[config.mk]
export PLATFORM = sky130hd
export DESIGN_NAME = grh_walker
export DESIGN_NICKNAME = d
export VERILOG_FILES = /design/src/grh_pkg.sv /design/src/grh_walker.sv
export SDC_FILE = /design/constraint.sdc
export NUM_CORES = 1
export LEC_CHECK = 0
export BUFFER_PORTS_ARGS = -buffer_cell sky130_fd_sc_hd__buf_2
export CORE_ASPECT_RATIO = 1.2
export CORE_UTILIZATION = 45
export DETAILED_ROUTE_END_ITERATION = 8
export GPL_TIMING_DRIVEN = 0
export PLACE_DENSITY = 0.73
export RECOVER_POWER = 100
export SYNTH_ARGS = -nofsm -noshare
export SYNTH_HDL_FRONTEND = slang
export SYNTH_SLANG_ARGS = --single-unit
[constraint.sdc]
create_clock -name clk -period 8.71 [get_ports clk]
set_clock_uncertainty 0.05 [all_clocks]
set_input_delay 0.4355 -clock clk [delete_from_list [all_inputs] [get_ports clk]]
set_output_delay 0.4355 -clock clk [all_outputs]
set_load 0.1 [all_outputs]
[src/grh_pkg.sv]
package grh_pkg;

	// Geometry: one cell is CELL_SIZE pixels, positions carry 8 fraction bits
	localparam int CELL_SIZE   = 64;
	localparam int MAP_DIM     = 64;
	localparam int FRAC_BITS   = 8;
	localparam int CELL_SHIFT  = $clog2(CELL_SIZE) + FRAC_BITS;
	localparam int MAP_BITS    = $clog2(MAP_DIM);
	localparam int RAM_AW      = 2 * MAP_BITS;
	localparam int RAM_DEPTH   = MAP_DIM * MAP_DIM;
	localparam int X_BOUND_OFS = 6;
	localparam int IT_FRAC     = 12;

	// Field widths
	localparam int PX_W    = 20;
	localparam int IT_W    = 24;
	localparam int LIM_W   = 7;
	localparam int OUT_W   = 22;
	localparam int CELL_W  = 6;
	localparam int CODE_W  = 2;
	localparam int CFG_IW  = 2;

	// Internal datapath widths
	localparam int DY_W   = CELL_SHIFT + 2;
	localparam int PROD_W = DY_W + IT_W;
	localparam int X_W    = PROD_W - IT_FRAC + 1;
	localparam int XS_W   = IT_W + CELL_SHIFT - IT_FRAC + 1;
	localparam int Y_W    = ((PX_W + 1 > CELL_SHIFT + 8) ? PX_W + 1 : CELL_SHIFT + 8) + 1;
	localparam int IDX_W  = LIM_W + 2;

	localparam logic [IDX_W-1:0] MAP_DIM_I = IDX_W'(MAP_DIM);

	// Operation codes
	localparam logic OP_WRITE = 1'b0;
	localparam logic OP_CAST  = 1'b1;

	// Configuration register indexes
	localparam logic [CFG_IW-1:0] CFG_X_LIMIT = 2'd0;
	localparam logic [CFG_IW-1:0] CFG_Y_LIMIT = 2'd1;
	localparam logic [LIM_W-1:0]  LIMIT_RST   = 7'd64;

	typedef enum logic [CODE_W-1:0] {
		CODE_OPEN      = 2'd0,
		CODE_WALL      = 2'd1,
		CODE_DOOR_SHUT = 2'd2,
		CODE_DOOR_OPEN = 2'd3
	} cell_code_t;

	typedef enum logic [2:0] {
		ST_IDLE,
		ST_MUL,
		ST_INIT,
		ST_WALK,
		ST_FIN
	} grh_state_t;

	// Sequencer commands to the walker
	typedef struct packed {
		logic capture;
		logic mul;
		logic init;
		logic step;
	} walk_ctl_t;

	// Walker status back to the sequencer
	typedef struct packed {
		logic cand_off;
		logic cell_out;
	} walk_sts_t;

	// Clamp to the signed output range
	function automatic logic signed [OUT_W-1:0] sat_out(input logic signed [X_W-1:0] v);
		logic signed [X_W-1:0] hi;
		logic signed [X_W-1:0] lo;
		hi = X_W'((2 ** (OUT_W - 1)) - 1);
		lo = -X_W'(2 ** (OUT_W - 1));
		if (v > hi) begin
			sat_out = hi[OUT_W-1:0];
		end else if (v < lo) begin
			sat_out = lo[OUT_W-1:0];
		end else begin
			sat_out = v[OUT_W-1:0];
		end
	endfunction

endpackage

[src/grh_walker.sv]
module grh_walker import grh_pkg::*; (
	input  logic                     clk,
	input  walk_ctl_t                ctl,
	input  logic [PX_W-1:0]          player_x,
	input  logic [PX_W-1:0]          player_y,
	input  logic signed [IT_W-1:0]   inv_tan,
	input  logic                     ray_up,
	input  logic                     dir_down,
	input  logic                     dir_left,
	input  logic                     dir_right,
	input  logic [LIM_W-1:0]         x_limit,
	input  logic [LIM_W-1:0]         y_limit,
	output walk_sts_t                sts,
	output logic [RAM_AW-1:0]        rd_addr,
	output logic signed [OUT_W-1:0]  res_x,
	output logic signed [OUT_W-1:0]  res_y
);

	localparam logic signed [Y_W-1:0] CQ_Y = Y_W'(2 ** CELL_SHIFT);
	localparam logic signed [Y_W-1:0] PIX_Y = Y_W'(2 ** FRAC_BITS);

	logic [PX_W-1:0]          px_q;
	logic [PX_W-1:0]          py_q;
	logic signed [IT_W-1:0]   it_q;
	logic                     up_q;
	logic                     down_q;
	logic                     left_q;
	logic                     right_q;
	logic signed [PROD_W-1:0] prod_q;
	logic signed [XS_W-1:0]   xs_q;
	logic signed [X_W-1:0]    x_q;
	logic signed [Y_W-1:0]    y_q;
	logic                     cell_out_q;

	logic [Y_W-1:0]                   py_ext;
	logic signed [Y_W-1:0]            y0_c;
	logic signed [DY_W-1:0]           dy_c;
	logic signed [PROD_W-1:0]         prod_c;
	logic signed [IT_W+CELL_SHIFT-1:0] xs_wide;
	logic signed [XS_W-1:0]           xs_raw;
	logic signed [XS_W-1:0]           xs_l;
	logic signed [XS_W-1:0]           xs_c;
	logic signed [Y_W-1:0]            ys_c;
	logic signed [X_W-1:0]            add_a;
	logic signed [X_W-1:0]            add_b;
	logic signed [X_W-1:0]            cand_x;
	logic signed [Y_W-1:0]            cand_y;
	logic signed [Y_W-1:0]            yl_c;
	logic signed [LIM_W:0]            xd_c;
	logic signed [X_W-1:0]            xb_c;
	logic signed [Y_W-1:0]            yb_c;
	logic [IDX_W-1:0]                 col_c;
	logic [IDX_W-1:0]                 row_c;

	// First crossing row and vertical offset from the origin
	always_comb begin
		py_ext = Y_W'(py_q);
		y0_c   = $signed({py_ext[Y_W-1:CELL_SHIFT], {CELL_SHIFT{1'b0}}})
			+ (down_q ? CQ_Y : '0);
		dy_c   = DY_W'(y0_c - $signed(py_ext));
		prod_c = dy_c * it_q;
	end

	// Horizontal step per row, sign fixed by the direction flags
	always_comb begin
		xs_wide = $signed({it_q, {CELL_SHIFT{1'b0}}});
		xs_raw  = XS_W'(xs_wide >>> IT_FRAC);
		xs_l    = (left_q && xs_raw > 0) ? -xs_raw : xs_raw;
		xs_c    = (right_q && xs_l < 0) ? -xs_l : xs_l;
		ys_c    = up_q ? -CQ_Y : CQ_Y;
	end

	// Shared position adder: first crossing on init, one step otherwise
	always_comb begin
		add_a  = ctl.init ? X_W'($signed({1'b0, px_q})) : x_q;
		add_b  = ctl.init ? X_W'(prod_q >>> IT_FRAC) : X_W'(xs_q);
		cand_x = add_a + add_b;
		cand_y = ctl.init ? y_q : y_q + ys_c;
	end

	// Bounds and cell lookup for the candidate point
	always_comb begin
		xd_c = $signed({1'b0, x_limit}) - $signed((LIM_W + 1)'(X_BOUND_OFS));
		xb_c = X_W'(xd_c) <<< CELL_SHIFT;
		yb_c = $signed(Y_W'({y_limit, {CELL_SHIFT{1'b0}}}));
		sts.cand_off = !(cand_x >= 0 && cand_x <= xb_c && cand_y >= 0 && cand_y <= yb_c);
		sts.cell_out = cell_out_q;
		yl_c  = up_q ? cand_y - PIX_Y : cand_y;
		col_c = cand_x[CELL_SHIFT+IDX_W-1:CELL_SHIFT];
		row_c = yl_c[Y_W-1] ? '0 : yl_c[CELL_SHIFT+IDX_W-1:CELL_SHIFT];
		rd_addr = {col_c[MAP_BITS-1:0], row_c[MAP_BITS-1:0]};
	end

	// Item capture and walk registers
	always_ff @(posedge clk) begin
		if (ctl.capture) begin
			px_q    <= player_x;
			py_q    <= player_y;
			it_q    <= inv_tan;
			up_q    <= ray_up;
			down_q  <= dir_down;
			left_q  <= dir_left;
			right_q <= dir_right;
		end
		if (ctl.mul) begin
			prod_q <= prod_c;
			xs_q   <= xs_c;
			y_q    <= y0_c;
		end
		if (ctl.init || ctl.step) begin
			x_q        <= cand_x;
			y_q        <= cand_y;
			cell_out_q <= (col_c >= MAP_DIM_I) || (row_c >= MAP_DIM_I);
		end
	end

	assign res_x = sat_out(x_q);
	assign res_y = sat_out(X_W'(y_q));

endmodule

==> flow_metrics.py <==
metrics = {
    "clocking": {
        "clk_path_buf_depth": 2,
        "path_clk_slew_ns": 0.10,
        "cts-htree-levels": 4,
        "cts_sinks": 160,
        "root_buffer": "clkbuf_16",
        "cts_buffers": 17,
        "cts_tree": "done",
        "clkLatencyLatePin_ns": 0.52,
    },
    "worst_setup_path": {
        "crit_fanout": 10,
        "cp.required_ns": 8.90,
        "critical_path_class": "reg -> reg",
        "crit_buf_inv": 8,
        "slowest_stage": "fa_1",
        "cpPeakStageDelay_ns": 0.61,
        "start_kind": "flop",
        "crit_family": "adder cells",
        "end_kind": "flop",
        "cpMostUsedCell": "fa_1",
        "arrival_ns": 8.70,
    },
    "grt": {
        "met3_usage_pct": 4.63,
        "antenna_found_initial": 0,
        "gr-usage-all-layers_pct": 26.7,
        "busiest_layer": "met2",
        "grt_max_degree": 55,
        "grt_first_pass_wirelength_um": 108000,
        "use_met2_pct": 46.6,
        "met1_usage_pct": 31.2,
        "grt.overflow.total": 0,
        "grt_pass1_vias": 19500,
    },
    "route": {
        "drc": 0,
        "viasPerCell": 5.46,
        "post_drt_wl_per_cell_um": 20.7,
        "first_pass_iters": 5,
        "wl_um": 70200,
        "ant_nets": 0,
        "drt_iter0_drc": 1295,
        "vias": 18500,
    },
    "synth": {
        "synth_xor_area_share_pct": 4.96,
        "yosys.area_share.simple_pct": 15.1,
        "synth_cell_types": 75,
        "synth_edf_count": 160,
        "async_flop_share_pct": 0,
        "ys_seq_area_share_pct": 20.0,
        "synth_area_per_cell_um2": 9.59,
        "yosysWarnings": 0,
        "ys_seq_elements": 160,
        "synthMuxAreaShare_pct": 2.63,
        "synth_nets": 3124,
        "synth_compound_area_share_pct": 8.15,
        "synth_adder_area_share_pct": 39.6,
        "ys.flop_type": "edfxtp_1",
        "synth_top_family_by_area": "adder cells",
        "netlist_instances": 2503,
        "netlist_area_um2": 24000,
    },
    "final_layout": {
        "drive_above_1_share_pct": 9.68,
        "antenna_cells": 0,
        "fin_cells": 3392,
        "nNetsFinal": 3295,
        "final_util_pct": 50.2,
        "fill_cells": 4823,
        "syn2layout_area_growth_pct": 10.1,
    },
    "timing": {
        "timing.final.ws_setup_ns": 0.203,
        "max-slew-margin-rel_pct": -82.1,
        "fin_crit_sh_pct": 97.7,
        "hold_violations": 0,
        "rsz0062_at_grt": "yes",
        "timing.fmax_ghz": 0.118,
        "setup_violations": 0,
        "tightest_slew_ns": 2.73,
        "timing.final.crit_period_ns": 8.51,
        "timing.hold.ws_ns": 0.0340,
        "maxSlewViolCount": 153,
    },
    "placement": {
        "gp_congestion": 0.963,
        "pre_cts_ws_ns": -1.66,
        "dp_hpwl_um": 57300,
        "io_buffers": 143,
        "dpl.cell_count": 3352,
    },
    "die": {
        "core_um2": 52600,
        "die_area_um2": 54200,
        "fp.dieW_um": 213,
        "row_count": 92,
        "initial_core_util_pct": 45.6,
        "ios": 145,
        "chipHeight_um": 255,
    },
    "outcome": {
        "violations": "max-capacitance violations, max-slew violations",
        "outcome": "complete, but fails checks",
    },
    "min_path": {
        "hold_path_class": "in -> reg",
    },
    "job": {
        "maxCapViolations": 4,
    },
}
## cell usage in the layout (no fill, tap or decap), drive strengths merged, types with 58 or more instances in the layout
cell / instances
inv: 459
fa: 375
nand2: 275
clkbuf: 184
and2: 167
edfxtp: 160
ha: 159
buf: 121
nor2: 112
xnor2: 91
a21oi: 75
o21ai: 58
## final timing paths
kind / from / end / slack [ns] / depth (start not counted)
hold / removal: inv_tan[1] / it_q[1] / 0.03 / 1
setup / recovery: py_q[0] / prod_q[36] / 0.20 / 28
setup reg to reg: py_q[0] / prod_q[36] / 0.20 / 28
hold reg to reg: it_q[0] / xs_q[2] / 0.46 / 0
## metal layers
layer | up-vias | wire length [µm]
met3 | 173 | 4210
met5 | - | 0
met4 | 0 | 3990
met2 | 721 | 34700
met1 | 9316 | 27300
li1 | 8320 | -
## Yosys cell counts, drive strengths merged, types with 4 or more instances
master	n	area [µm²]
nor3b	4	30.0
o21ai	58	290
or2	11	68.8
a21o	39	293
a211oi	16	120
nor2b	21	131
and3	10	62.6
a2111oi	5	50.0
fa	375	7510
o21bai	10	75.1
or4	7	56.3
nand3b	7	52.6
mux2i	8	80.1
nor4	11	68.8
a21oi	75	375
nor3	39	200
and2	167	1040
nand2b	12	75.1
xor2	45	394
nand4	24	150
a31oi	10	62.6
inv	452	1700
o31ai	9	86.3
ha	159	1990
o211ai	12	90.1
nor2	112	420
a31o	4	35.0
or3	12	80.1
nand3	16	80.1
o21a	16	120
buf	26	189
mux2	49	552
xnor2	91	797
nand2	275	1030
clkbuf	110	413
a211o	6	52.6
edfxtp	160	4800
## layout make-up
type / count / area, µm² / area share, %
timing repair buffer: 154 / 717 / 2.71
tap: 705 / 882 / 3.34
clock buffer: 17 / 425 / 1.61
inverter: 452 / 1700 / 6.42
clock inverter: 15 / 189 / 0.715
sequential: 160 / 4800 / 18.2
buffer: 134 / 629 / 2.38
multi-input combinational: 1755 / 17100 / 64.6
## metrics by stage
step / instance area [µm²] / TNS (ns)
2_1_floorplan: 24000 / 0
3_3_place_gp: 25600 / -20.12
3_5_place_dp: 25600 / -22.11
4_1_cts: 26400 / 0
5_1_grt: 26400 / -0.0817
6_report: 26400 / 0
## cell families after synthesis
logic type | count (synthesis)
flops | 160
compound gates | 293
fa+ha+maj | 534
mux | 57
simple gates | 735
buf+inv | 588
xor+xnor | 136
## sequential cells by signal, indices dropped and copies added, names as in the netlist
register	flops
cell_out_q	1
down_q	1
it_q	24
left_q	1
prod_q	28
px_q	20
py_q	20
right_q	1
up_q	1
x_q	29
xs_q	25
y_q	9
## what timing repair did
action,CTS,global route
hold buffers,0,0
pin swaps,3,12
gates resized for setup,31,44
buffers inserted,7,2
setup endpoints to repair,24,15
Power is left out: the tool's default activity adds up to more than one toggle a clock period on the data nets, which glitch-free logic cannot reach.
